**src/rtl/cau_pkg.sv**
```systemverilog
package cau_pkg;

   // operation codes
   localparam logic [3:0] KIND_ADD  = 4'd0;
   localparam logic [3:0] KIND_SUB  = 4'd1;
   localparam logic [3:0] KIND_MULS = 4'd2;
   localparam logic [3:0] KIND_DIVS = 4'd3;
   localparam logic [3:0] KIND_MUL  = 4'd4;
   localparam logic [3:0] KIND_DIV  = 4'd5;
   localparam logic [3:0] KIND_EQ   = 4'd6;
   localparam logic [3:0] KIND_NE   = 4'd7;
   localparam logic [3:0] KIND_LT   = 4'd8;
   localparam logic [3:0] KIND_GT   = 4'd9;
   localparam logic [3:0] KIND_LE   = 4'd10;
   localparam logic [3:0] KIND_GE   = 4'd11;
   localparam logic [3:0] KIND_MAG  = 4'd12;

   // status codes
   localparam logic [1:0] ST_OK   = 2'd0;
   localparam logic [1:0] ST_DIVZ = 2'd1;
   localparam logic [1:0] ST_SAT  = 2'd2;

   // quotient bits kept by the divider chain, root bits of the sqrt chain
   localparam int QW = 33;
   localparam int SQ = 32;

   typedef struct packed {
      logic        ovf;
      logic [31:0] val;
   } satv_type;

   // per-transaction side data traveling next to the cell chains
   typedef struct packed {
      logic [3:0]  kind;
      logic [31:0] re;
      logic [31:0] im;
      logic        flag;
      logic [1:0]  status;
      logic        neg_re;
      logic        neg_im;
      logic        dz;
      logic        ovf_re;
      logic        ovf_im;
   } side_type;

   localparam logic signed [65:0] SMAX = 66'sd2147483647;
   localparam logic signed [65:0] SMIN = -66'sd2147483648;

   // signed wide value to saturated 32 bits
   function automatic satv_type sat_s66(input logic signed [65:0] v);
      satv_type r;
      if (v > SMAX) begin
         r.ovf = 1'b1;
         r.val = 32'h7FFF_FFFF;
      end else if (v < SMIN) begin
         r.ovf = 1'b1;
         r.val = 32'h8000_0000;
      end else begin
         r.ovf = 1'b0;
         r.val = v[31:0];
      end
      return r;
   endfunction

   // sign and quotient magnitude to saturated 32 bits
   function automatic satv_type sat_q(input logic neg, input logic [QW-1:0] q,
                                      input logic big);
      satv_type r;
      if (!neg) begin
         r.ovf = big || (q > 33'h0_7FFF_FFFF);
         r.val = r.ovf ? 32'h7FFF_FFFF : q[31:0];
      end else begin
         r.ovf = big || (q > 33'h0_8000_0000);
         r.val = r.ovf ? 32'h8000_0000 : (~q[31:0]) + 32'd1;
      end
      return r;
   endfunction

endpackage

```
**src/rtl/cau_div_cell.sv**
```systemverilog
module cau_div_cell #(
   parameter int RW    = 80,
   parameter int SHIFT = 0
) (
   input  logic                   clock,
   input  logic [RW-1:0]          rem_from,
   input  logic [63:0]            den_from,
   input  logic [cau_pkg::QW-1:0] quo_from,
   output logic [RW-1:0]          rem_to,
   output logic [63:0]            den_to,
   output logic [cau_pkg::QW-1:0] quo_to
);
   import cau_pkg::*;

   logic [RW-1:0] hi;
   logic [RW-1:0] rem_sub;
   logic          ge;
   logic [RW-1:0] rem_in;
   logic [RW-1:0] rem_ff;
   logic [63:0]   den_ff;
   logic [QW-1:0] quo_ff;

   // compare against the divisor at this bit weight, subtract when it fits
   always_comb begin
      hi      = rem_from >> SHIFT;
      ge      = hi >= RW'(den_from);
      rem_sub = rem_from - (RW'(den_from) << SHIFT);
      rem_in  = ge ? rem_sub : rem_from;
   end

   always_ff @(posedge clock) begin
      rem_ff <= rem_in;
      den_ff <= den_from;
      quo_ff <= {quo_from[QW-2:0], ge};
   end

   assign rem_to = rem_ff;
   assign den_to = den_ff;
   assign quo_to = quo_ff;
endmodule

```
**config.mk**
```make
export PLATFORM = sky130hd
export DESIGN_NAME = cau_div_cell
export DESIGN_NICKNAME = d
export VERILOG_FILES = /design/src/rtl/cau_pkg.sv /design/src/rtl/cau_div_cell.sv
export SDC_FILE = /design/constraint.sdc
export NUM_CORES = 1
export LEC_CHECK = 0
export ABC_AREA = 1
export BUFFER_PORTS_ARGS = -buffer_cell sky130_fd_sc_hd__buf_4
export CORE_MARGIN = 5
export CORE_UTILIZATION = 35
export CTS_CLUSTER_SIZE = 24
export DETAILED_ROUTE_END_ITERATION = 12
export HOLD_SLACK_MARGIN = 0.12
export PLACE_DENSITY = 0.61
export SETUP_SLACK_MARGIN = 0.15
export SYNTH_ARGS = -nofsm -noshare
export SYNTH_HDL_FRONTEND = slang
export SYNTH_SLANG_ARGS = --single-unit
export TNS_END_PERCENT = 100
```
**constraint.sdc**
```tcl
create_clock -name clock -period 3.3 [get_ports clock]
set_input_delay 0.66 -clock clock [delete_from_list [all_inputs] [get_ports clock]]
set_output_delay 0.66 -clock clock [all_outputs]
set_load 0.01 [all_outputs]
```
# Word level (Yosys, flattened, before mapping)
# Cells that the tools add are included.
[classes]
addsub = 1
magnitude_cmp = 1
mux = 1
[op_table]
columns = ["cell", "count"]
rows = [
  ["greater-or-equal comparator 80 x 64 -> 1 bit", 1],
  ["two-way mux 80 bit", 1],
  ["subtractor 80 x 64 -> 80 bit", 1],
]
[word_totals]
ff_bits = 177
inputBits = 178
output_inout_bits = 177
word_cells = 6

# Logic depth before layout (Yosys ltp)
[logic_depth]
ltp_word = 2
depth_mapped = 19

# Worst setup path after synthesis
# No wires, ideal clock.
[synth_timing]
kind = "in2reg"
startpoint = "input rem_from[0]"
endpoint = "register rem_ff[22] (netlist: rem_to[22])"
setup_time_ns = 0.112
arrival_ns = 2.576
slack_ns = 0.612
path_stages = 19
n_path_buf = 2
cell_sequence = "inv_1 > ha_1 > fa_1 > inv_1 > nand3_1 > nand3_2 > nand2_1 > nand2_2 > nand2_1 > nand3_2 > nand2_1 > nand2_1 > nand2_1 > nand3_2 > inv_2 > buf_6 > buf_6 > nand2_1 > nand2_1"
[synth_via]
elab_chain_cells = 2
[synth_lines]
columns = ["element", "line_no", "rtl"]
rows = [
  ["from (decl)", "cau_div_cell.sv:6", "input logic [RW-1:0] rem_from,"],
  ["subtractor 80 x 64 -> 80 bit or greater-or-equal comparator 80 x 64 -> 1 bit (tied branches)", "cau_div_cell.sv:27, cau_div_cell.sv:26", ""],
  ["two-way mux 80 bit *", "cau_div_cell.sv:28", "rem_in = ge ? rem_sub : rem_from;"],
  ["via rem_in[22]", "cau_div_cell.sv:18", "logic [RW-1:0] rem_in;"],
  ["to (signal assigned)", "cau_div_cell.sv:32", "rem_ff <= rem_in;"],
  ["to (decl)", "cau_div_cell.sv:19", "logic [RW-1:0] rem_ff;"],
]
# Mark *: on every way through the listed nets, which the timed path passes. The rest lies on a longest branch.

# Worst setup path in the final report
[layout_timing]
startpoint = "input rem_from[19]"
endpoint = "register rem_ff[3] (netlist: rem_to[3])"
[layout_via]
elab_chain_cells = 2
[layout_lines]
columns = ["element", "line_no", "rtl"]
rows = [
  ["greater-or-equal comparator 80 x 64 -> 1 bit", "cau_div_cell.sv:26", "ge = hi >= RW'(den_from);"],
  ["two-way mux 80 bit", "cau_div_cell.sv:28", ""],
  ["via rem_in[3]", "cau_div_cell.sv:18", ""],
]
# The timed path passes the listed nets, and every way through them passes these cells.

==> flow_summary.ini <==
[global_route]
grt_first_pass_wirelength_um = 76900
grt_pass1_vias = 13200
grt_usage = 0.266
grt-ovfl-total = 0
grt_max_degree = 36
antenna_found_initial = 0

[synth]
ys_types = 27
synth_area_mm2 = 0.0120
ys.warnings.count = 0
synth_area_per_cell_um2 = 5.74
synthCells = 2085
synth_fp_nets = 2328
synth-seq-area-share = 0.296
ys_ff_latch = 177

[floorplanning]
placeableCoreArea_mm2 = 0.0336
die_w_um = 195
die_h_um = 195
io_pins = 355
die_area_mm2 = 0.0380
initial_core_util = 0.356
rows = 67

[finish]
nets = 2747
drive_above_1_share = 0.193
area_delta_synth_final_pct = 35.6
antenna_cells = 0

[pwr]
p_sw_mw = 2.40
p_leak_nw = 9.63
switching_share = 0.346
combPwrFrac = 0.320
finalPower_mw = 6.91
intPower_mw = 4.52
power_density_mw_per_mm2 = 426
clockPowerShare = 0.327
ir_drop_mv = 0.371
seqPwrFrac = 0.353

[cts]
cts_sinks = 177
clkTransAtPathRegs_ps = 80
cts_buffers = 17
post_cts_resized = 0
cts_setup_buffers = 0
cts.htree.levels = 4
cts_tree = yes
cts_root_buf = clkbuf_16
max-clock-path-buffers = 2
postCtsHoldBufs = 0

[sta]
fin_crit_sh = 0.849
fin_tns_setup_ps = 0
setup_viol = 0
rsz0062_at_grt = false
slew_violations = 0
max_slew_margin = 0.548
tightest_slew_ps = 671
min_period_ps = 2800
timing.fmax_ghz = 0.357
final_hold_viol_count = 0

[route]
vias = 13500
vias_per_cell = 4.54
wl_um = 51900
drc_errors = 0
routedWlPerCell_um = 17.5
drt_first_iter_violations = 725
ant_nets = 0
first_pass_iters = 5

[setup_path]
crit_arrival_ps = 3210
criticalPathCategory = primary input to flop
start_kind = primary input
cp-end-kind = flop
required_ps = 3710
critPathMaxFanout = 35

[outcome]
status = completed

[placement]
gp_congestion = 0.971
port_buffers = 353
place_hpwl_um = 46000

[worst_hold_path]
hp-class = primary input to flop

[job]
max_cap_viol_count = 0
[layer usage]
metal,GRT usage,vias up,wire length [µm]
li1,-,6963,-
met1,0.356,6026,23600
met2,0.440,421,23700
met3,0.0424,50,3100
met4,0.0879,0,1460
met5,0,-,0
[layout make-up]
cell class / instances / area (µm²)
Fill cell: 3592 / 17400
Multi-Input combinational cell: 1414 / 6520
Sequential cell: 177 / 3540
Timing Repair Buffer: 415 / 3180
Inverter: 479 / 1800
Tap cell: 448 / 561
Clock buffer: 17 / 425
Clock inverter: 15 / 216
[power by group through the flow]
stage | registers (mW) | clock network, mW | logic, mW
2_1_floorplan | 2.62 | 0 | 0.976
3_3_place_gp | 2.49 | 0 | 2.20
3_5_place_dp | 2.49 | 0 | 2.20
4_1_cts | 2.45 | 2.33 | 2.21
5_1_grt | 2.47 | 2.40 | 2.44
6_report | 2.44 | 2.26 | 2.21
[cell families after synthesis]
kind of cell	after synthesis	share of synthesized area
AO/OA/AOI/OAI	69	0.0320
buffers and inverters	494	0.160
XOR/XNOR	36	0.0263
adder cells (fa/ha/maj)	65	0.0685
flip-flops	177	0.296
AND/OR/NAND/NOR	1244	0.418
[sequential cells by signal, indices dropped and copies added, names as in the netlist]
register  cells
rem_to       80
quo_to       33
den_to       64
[critical path, cell delays in order]
cell,delay [ps]
buf_4,110
ha_1,340
nand2_1,130
nor2_1,410
nand2_1,170
nor2_1,250
nand4_1,150
o21ai_1,180
inv_2,50
nand3_2,140
buf_4,360
o21ai_0,160
nand2_1,90
[worst paths after layout]
check	startpoint	to	slack, ps	cells after the start
worst max-delay path	rem_from[19]	rem_to[3]	500	13
worst min-delay path	quo_from[21]	quo_to[22]	300	1
[layout by cell type (no fill, tap or decap), drive strengths merged]
master	n
xor2	35
a21oi	59
dfxtp	177
nor3	9
fa	1
clkinvlp	1
bufinv	3
nor2	179
xnor2	1
inv	487
o21ai	10
ha	64
nand3	82
and2	3
nand3b	16
clkbuf	17
nand4	32
and3	1
buf	415
nor3b	1
nand2	921
clkinv	3
[through the flow]
step           instance area [µm²]  std cells  setup slack (ps)  hold slack, ps   util
2_1_floorplan                12000       2085               612             688      -
3_3_place_gp                 15600       2933               140             764  0.464
3_5_place_dp                 15600       2933              93.9             765  0.464
4_1_cts                      16200       2965               573             268  0.483
5_1_grt                      16200       2965               257             280  0.483
6_report                     16200       2965               499             296  0.483
[Yosys cell counts]
master | instances | area share
a21oi_1 | 49 | 0.020
a21oi_2 | 10 | 0.0073
and2_1 | 3 | 0.0016
and3_1 | 1 | 0.00052
buf_2 | 8 | 0.0033
buf_4 | 1 | 0.00063
buf_6 | 6 | 0.0056
dfxtp_1 | 177 | 0.30
fa_1 | 1 | 0.0017
ha_1 | 64 | 0.067
inv_1 | 468 | 0.15
inv_2 | 11 | 0.0034
nand2_1 | 919 | 0.29
nand2_2 | 2 | 0.0010
nand3_1 | 79 | 0.033
nand3_2 | 3 | 0.0025
nand3b_1 | 16 | 0.010
nand4_1 | 32 | 0.017
nor2_1 | 166 | 0.052
nor2_2 | 11 | 0.0057
nor2_4 | 2 | 0.0019
nor3_1 | 9 | 0.0038
nor3b_1 | 1 | 0.00063
o21ai_0 | 7 | 0.0029
o21ai_1 | 3 | 0.0013
xnor2_1 | 1 | 0.00073
xor2_1 | 35 | 0.026
Note: power is estimated with default switching activity, not from simulation.
