===== src/rtl/cau_pkg.sv =====
package cau_pkg;

   // operation codes
   localparam logic [3:0] KIND_ADD  = 4'd0;
   localparam logic [3:0] KIND_SUB  = 4'd1;
   localparam logic [3:0] KIND_MULS = 4'd2;
   localparam logic [3:0] KIND_DIVS = 4'd3;
   localparam logic [3:0] KIND_MUL  = 4'd4;
   localparam logic [3:0] KIND_DIV  = 4'd5;
   localparam logic [3:0] KIND_EQ   = 4'd6;
   localparam logic [3:0] KIND_NE   = 4'd7;
   localparam logic [3:0] KIND_LT   = 4'd8;
   localparam logic [3:0] KIND_GT   = 4'd9;
   localparam logic [3:0] KIND_LE   = 4'd10;
   localparam logic [3:0] KIND_GE   = 4'd11;
   localparam logic [3:0] KIND_MAG  = 4'd12;

   // status codes
   localparam logic [1:0] ST_OK   = 2'd0;
   localparam logic [1:0] ST_DIVZ = 2'd1;
   localparam logic [1:0] ST_SAT  = 2'd2;

   // quotient bits kept by the divider chain, root bits of the sqrt chain
   localparam int QW = 33;
   localparam int SQ = 32;

   typedef struct packed {
      logic        ovf;
      logic [31:0] val;
   } satv_type;

   // per-transaction side data traveling next to the cell chains
   typedef struct packed {
      logic [3:0]  kind;
      logic [31:0] re;
      logic [31:0] im;
      logic        flag;
      logic [1:0]  status;
      logic        neg_re;
      logic        neg_im;
      logic        dz;
      logic        ovf_re;
      logic        ovf_im;
   } side_type;

   localparam logic signed [65:0] SMAX = 66'sd2147483647;
   localparam logic signed [65:0] SMIN = -66'sd2147483648;

   // signed wide value to saturated 32 bits
   function automatic satv_type sat_s66(input logic signed [65:0] v);
      satv_type r;
      if (v > SMAX) begin
         r.ovf = 1'b1;
         r.val = 32'h7FFF_FFFF;
      end else if (v < SMIN) begin
         r.ovf = 1'b1;
         r.val = 32'h8000_0000;
      end else begin
         r.ovf = 1'b0;
         r.val = v[31:0];
      end
      return r;
   endfunction

   // sign and quotient magnitude to saturated 32 bits
   function automatic satv_type sat_q(input logic neg, input logic [QW-1:0] q,
                                      input logic big);
      satv_type r;
      if (!neg) begin
         r.ovf = big || (q > 33'h0_7FFF_FFFF);
         r.val = r.ovf ? 32'h7FFF_FFFF : q[31:0];
      end else begin
         r.ovf = big || (q > 33'h0_8000_0000);
         r.val = r.ovf ? 32'h8000_0000 : (~q[31:0]) + 32'd1;
      end
      return r;
   endfunction

endpackage


===== src/rtl/cau_sqrt_cell.sv =====
module cau_sqrt_cell #(
   parameter int K = 0
) (
   input  logic        clock,
   input  logic [63:0] val_from,
   input  logic [63:0] res_from,
   output logic [63:0] val_to,
   output logic [63:0] res_to
);
   import cau_pkg::*;

   localparam logic [63:0] BIT = 64'd1 << (2 * K);

   logic [63:0] trial;
   logic        ge;
   logic [63:0] val_in;
   logic [63:0] res_in;
   logic [63:0] val_ff;
   logic [63:0] res_ff;

   // one root digit per cell
   always_comb begin
      trial  = res_from + BIT;
      ge     = val_from >= trial;
      val_in = ge ? val_from - trial : val_from;
      res_in = ge ? (res_from >> 1) + BIT : res_from >> 1;
   end

   always_ff @(posedge clock) begin
      val_ff <= val_in;
      res_ff <= res_in;
   end

   assign val_to = val_ff;
   assign res_to = res_ff;
endmodule


===== config.mk =====
export PLATFORM = sky130hd
export DESIGN_NAME = cau_sqrt_cell
export DESIGN_NICKNAME = d
export VERILOG_FILES = /design/src/rtl/cau_pkg.sv /design/src/rtl/cau_sqrt_cell.sv
export SDC_FILE = /design/constraint.sdc
export NUM_CORES = 1
export LEC_CHECK = 0
export ABC_AREA = 1
export BUFFER_PORTS_ARGS = -buffer_cell sky130_fd_sc_hd__buf_2
export CELL_PAD_IN_SITES_DETAIL_PLACEMENT = 0
export CELL_PAD_IN_SITES_GLOBAL_PLACEMENT = 2
export CORE_MARGIN = 2
export CORE_UTILIZATION = 30
export DETAILED_ROUTE_END_ITERATION = 6
export PLACE_DENSITY = 0.92
export SYNTH_ARGS = -nofsm -noshare
export SYNTH_HDL_FRONTEND = slang
export SYNTH_SLANG_ARGS = --single-unit

===== constraint.sdc =====
create_clock -name clock -period 8.9 [get_ports clock]
set_clock_uncertainty 0.15 [all_clocks]
set_input_delay 2.67 -clock clock [delete_from_list [all_inputs] [get_ports clock]]
set_output_delay 2.67 -clock clock [all_outputs]
set_load 0.05 [all_outputs]

# --- Word-level counts from Yosys, hierarchy flattened ---
# Cells that the tools add are included.
totals:
  mem_bits_ro: 0
  memories: 0
  ff_bits: 128
  latchBits: 0
  out_inout_bits: 128
  wordCells: 9
  mem_bits_rw: 0
op_classes:
  n_eq_ne: 0
  div_mod_pow: 0
  reduce_logical: 0
  n_shift: 0
  mul: 0
  bitwise: 0
  mux: 2
  n_lt_le_gt_ge: 1
  addsub: 3
ops:
  columns: ["cell", "n"]
  rows:
  - ["63-bit by 1-bit adder with 64-bit output (second input constant)", 1]
  - ["64-bit by 1-bit adder with 64-bit output (second input constant)", 1]
  - ["64-bit >= comparator", 1]
  - ["64-bit 2-to-1 mux", 1]
  - ["64-bit subtractor", 1]
  - ["63-bit 2-to-1 mux", 1]

# --- Logic depth before layout (Yosys ltp) ---
logic_depth:
  word_depth: 3
  mapped_depth: 28
  depth_no_buf: 26

# --- Worst setup path after synthesis ---
# No wires, ideal clock.
synth_timing:
  path_type: "input -> register"
  startpoint: "input port res_from[1]"
  endpoint: "register res_ff[18] (netlist: res_to[18])"
  setup_time_ns: 0.114
  n_path_buf: 2
  arrival_time_ns: 5.592
  slack_ns: 3.045
  cell_stages: 22
  path_cell_list: "ha_1 -> inv_1 -> nor2_4 -> inv_2 -> nor2_4 -> inv_1 -> nor3_1 -> nand4_1 -> xor2_1 -> ha_1 -> nand2_1 -> nand2_1 -> a21oi_1 -> nor2_1 -> nor2_1 -> nand2_1 -> a21oi_2 -> nand3_2 -> buf_4 -> buf_4 -> nand2_1 -> nand2_1"
synth_between:
  elab_chain_cells: 3
  word_cells_on_any_way: 4
  classes_between: "add/sub: 2; order compare: 1; mux: 1"
synth_lines:
  columns: ["element", "line_no", "rtl"]
  rows:
  - ["start: declaration", "cau_sqrt_cell.sv:6", "input logic [63:0] res_from,"]
  - ["64-bit by 1-bit adder with 64-bit output", "cau_sqrt_cell.sv:23", "trial = res_from + BIT;"]
  - ["64-bit >= comparator", "cau_sqrt_cell.sv:24", "ge = val_from >= trial;"]
  - ["63-bit 2-to-1 mux (*)", "cau_sqrt_cell.sv:26", "res_in = ge ? (res_from >> 1) + BIT : res_from >> 1;"]
  - ["named net res_in[18]", "cau_sqrt_cell.sv:17", "logic [63:0] res_in;"]
  - ["end signal: assignment", "cau_sqrt_cell.sv:31", "res_ff <= res_in;"]
  - ["end: declaration", "cau_sqrt_cell.sv:19", "logic [63:0] res_ff;"]
# The timed path passes the listed nets; every way through them passes the cells marked *.
# A chain may end at the register's enable or synchronous reset.

# --- Final worst setup path ---
layout_timing:
  startpoint: "input port res_from[1]"
  endpoint: "register res_ff[42] (netlist: res_to[42])"
# Same word-level chain as after synthesis.

==> results by group <==
Timing
  • Max-slew violation count: 0
  • F_max: roughly 130 MHz
  • Final hold vios: 0
  • Fin crit share: 84.09%
  • # setup viols final: 0
  • Post-layout min period: 7.484 ns
  • RSZ-0062 raised after global routing: no
  • Slew @ Worst Pin: 1.068 ns
  • Setup TNS: 0 ns
  • Final setup margin: 1.416 ns
  • Max-Slew Margin vs Limit: between 20% and 30%

Yosys
  • Syn avg cell area: roughly 5.5 sq um
  • Distinct cells, synth: 33
  • Synthesis Warnings: 0
  • Seq/Total Area, Yosys: 19.55%
  • Synthesized area: 13110 sq um
  • Net Count, Synth: 2569
  • Mapped Cells: 2373
  • Post-synthesis register bit count: 128

Hold path
  • Worst min-delay path endpoint: val_to[5]
  • WHS Path Cells: 3
  • Hold Crit Start: val_from[5]
  • Hold crit path type: input pin to flip-flop

Clocking
  • Post-CTS setup buffers: 0
  • Hold buffers post-CTS: 0
  • CTS clk-pin slew, worst paths: 0.06 ns
  • H-tree depth: 4
  • Clk sinks: 128
  • CTS Root Cell: clkbuf_16
  • Maximum clock path buffer count: 2
  • Post-cts resize count: 0
  • CTS tree: yes
  • CTS Buf Count: 17

Setup path
  • Critical path data arrival time: 7.68 ns
  • Crit-path max cell delay: 0.83 ns
  • Required time worst endpoint: ~9 ns
  • Slowest stage cell, crit path: nor3_1
  • Most common cell on crit path: nand2_1
  • CP delay by family, top: simple AND/OR/NAND/NOR gates
  • CP Launch Type: input pin
  • CP bufs+invs: 5
  • Crit. End Element: flip-flop
  • Cell Chain, Critical Path: buf_2 > ha_1 > inv_1 > nor2_4 > inv_2 > nor2_4 > inv_1 > nor3_1 > nand3_1 > xor2_1 > ha_1 > nand2_1 > nand2_1 > nand2_1 > nand2_1 > a21oi_1 > nand2_1 > a21oi_4 > nand3_4 > buf_12 > nand2_1 > nand2_1
  • Critical path type: input pin to flip-flop
  • Peak fanout along the critical path: 115

Final layout
  • Nets: ~2800
  • Register area: 2562 sq um
  • Layout area overhead: 18.23%
  • # diodes: 0
  • Final-layout fill cell count: 4990
  • Most common cell after layout, fill and taps aside: nand2_1
  • Multi-input gate area: 8632 sq um
  • Layout cells sized above 1: 12.12%
  • Post-route non-filler standard cell count: 3209
  • Final core utilization: 35.98%
  • Most frequent cells in the layout: 906 x nand2_1, 441 x inv_1, 256 x buf_2

Power
  • Power Total: 2.489 mW
  • Power Density: 160.6 nW/um^2
  • Pleak: 8.879 nW
  • Worst VDD drop: 0.1379 mV

GRT
  • GRT Total Usage: around 28%
  • Initial antenna violation count: 0
  • First-pass GRT wire length: about 90000 um
  • Largest net degree at the start of global routing: around 120
  • Vias in the first global route: approximately 15000
  • Final global-route overflow total: 0

Floorplan
  • Row count: 76
  • Io pins: 257
  • Die span in y: 213.0 um
  • Die width: 213.0 um
  • Die Area: 45380 sq um
  • Core area: ~43000 sq um
  • Initial Utilization: between 30% and 40%

Placed design
  • Port Buffers: around 260
  • Detailed placement HPWL: 52940 um
  • GPL Wtd Cong: 0.9980
  • Pre-CTS setup slack: ~0.96 ns
  • Placed cells: 3177

Drt
  • Iter 0 DRT Violations: approximately 1100
  • Routed Wire Length: 62170 um
  • Wirelength per Cell: 19.37 um
  • DRT Pass-1 Iters: 5
  • Vias: 15300
  • Vias per inst: 4.768
  • Remaining DRCs: 0
  • Antenna Nets Post-Route: 0

Flow run
  • Max-cap violation count: 0

Status
  • Status: completed
Yosys cell counts:
| cell type | n | area share [%] |
|---|---|---|
| buf_4 | 5 | 0.29 |
| nor4_1 | 8 | 0.38 |
| a21oi_2 | 1 | 0.067 |
| nor2_1 | 204 | 5.8 |
| o21ai_0 | 50 | 1.9 |
| clkbuf_2 | 2 | 0.076 |
| dfxtp_1 | 128 | 20 |
| xor2_1 | 143 | 9.6 |
| and3b_1 | 1 | 0.067 |
| ha_1 | 66 | 6.3 |
| nor3_1 | 46 | 1.8 |
| buf_6 | 9 | 0.77 |
| nor3b_1 | 1 | 0.057 |
| nor3_2 | 1 | 0.076 |
| a21oi_1 | 36 | 1.4 |
| and3_1 | 3 | 0.14 |
| xnor2_1 | 5 | 0.33 |
| buf_2 | 7 | 0.27 |
| nand4_1 | 41 | 2.0 |
| clkbuf_1 | 22 | 0.63 |
| nand2_1 | 906 | 26 |
| nor2_4 | 4 | 0.34 |
| o21ai_1 | 8 | 0.31 |
| nand3_2 | 2 | 0.15 |
| o21ai_2 | 1 | 0.067 |
| nand2_2 | 4 | 0.19 |
| fa_1 | 1 | 0.15 |
| nor2_2 | 5 | 0.24 |
| and2_1 | 3 | 0.14 |
| inv_2 | 4 | 0.11 |
| nand3b_1 | 6 | 0.34 |
| inv_1 | 441 | 13 |
| nand3_1 | 209 | 8.0 |
cells by family after synthesis:
group,after synthesis,synth area share [%]
fa+ha+maj,67,6.452
simple gates,1444,45.61
compound gates,96,3.722
buf+inv,490,14.78
flops,128,19.55
xor+xnor,148,9.888
layer usage:
| metal | share of wire [%] | track usage, % | wire length (um) | up-vias |
|---|---|---|---|---|
| li1 | - | - | - | 7706 |
| met1 | 45 | 35.58 | 27980 | 6931 |
| met2 | 45 | 45.39 | 28190 | 571 |
| met3 | 5.9 | 4.810 | 3669 | 92 |
| met4 | 3.7 | 11.29 | 2329 | 0 |
| met5 | 0 | 0 | 0 | - |
sequential cells by signal (all words and copies together), names as in the netlist:
signal and count:
res_to 64, val_to 64
report_power, final:
part	internal [mW]	leakage (nW)	switching, mW
clock network	0.355	0.264	0.315
registers	0.669	1.08	0.0298
logic	0.273	7.54	0.847
worst min-delay path, stage by stage:
cell,delay (ns)
buf_2,0.10
nand3_1,0.07
nand2_1,0.05
metrics by stage:
| step | cell area, sq um | hold WS [ns] |
|---|---|---|
| floorplan | 13110 | 2.651 |
| global placement | 14960 | 2.768 |
| detailed placement | 14960 | 2.771 |
| CTS | 15500 | 2.236 |
| global route | 15500 | 2.268 |
| finish | 15500 | 2.276 |
final cells by class:
cell class              count  area share, %
flip-flops and latches    128          16.53
clock inverters            15         0.7104
well taps                 585          4.723
inverters                 445          10.78
multi-input cells        1755          55.70
clock buffers              17          2.745
repair buffers            264          8.816
worst max path at each step:
stage | startpoint | slack (ns) | end | cells after the start
2_1_floorplan | res_from[1] | 3.04 | res_to[18] | 22
3_3_place_gp | res_from[1] | 0.95 | res_to[42] | 24
3_5_place_dp | res_from[1] | 0.96 | res_to[42] | 24
4_1_cts | res_from[1] | 1.49 | res_to[42] | 24
5_1_grt | res_from[1] | 1.19 | res_to[20] | 24
6_report | res_from[1] | 1.42 | res_to[42] | 22
No activity file was read; power rests on OpenSTA's default activity.
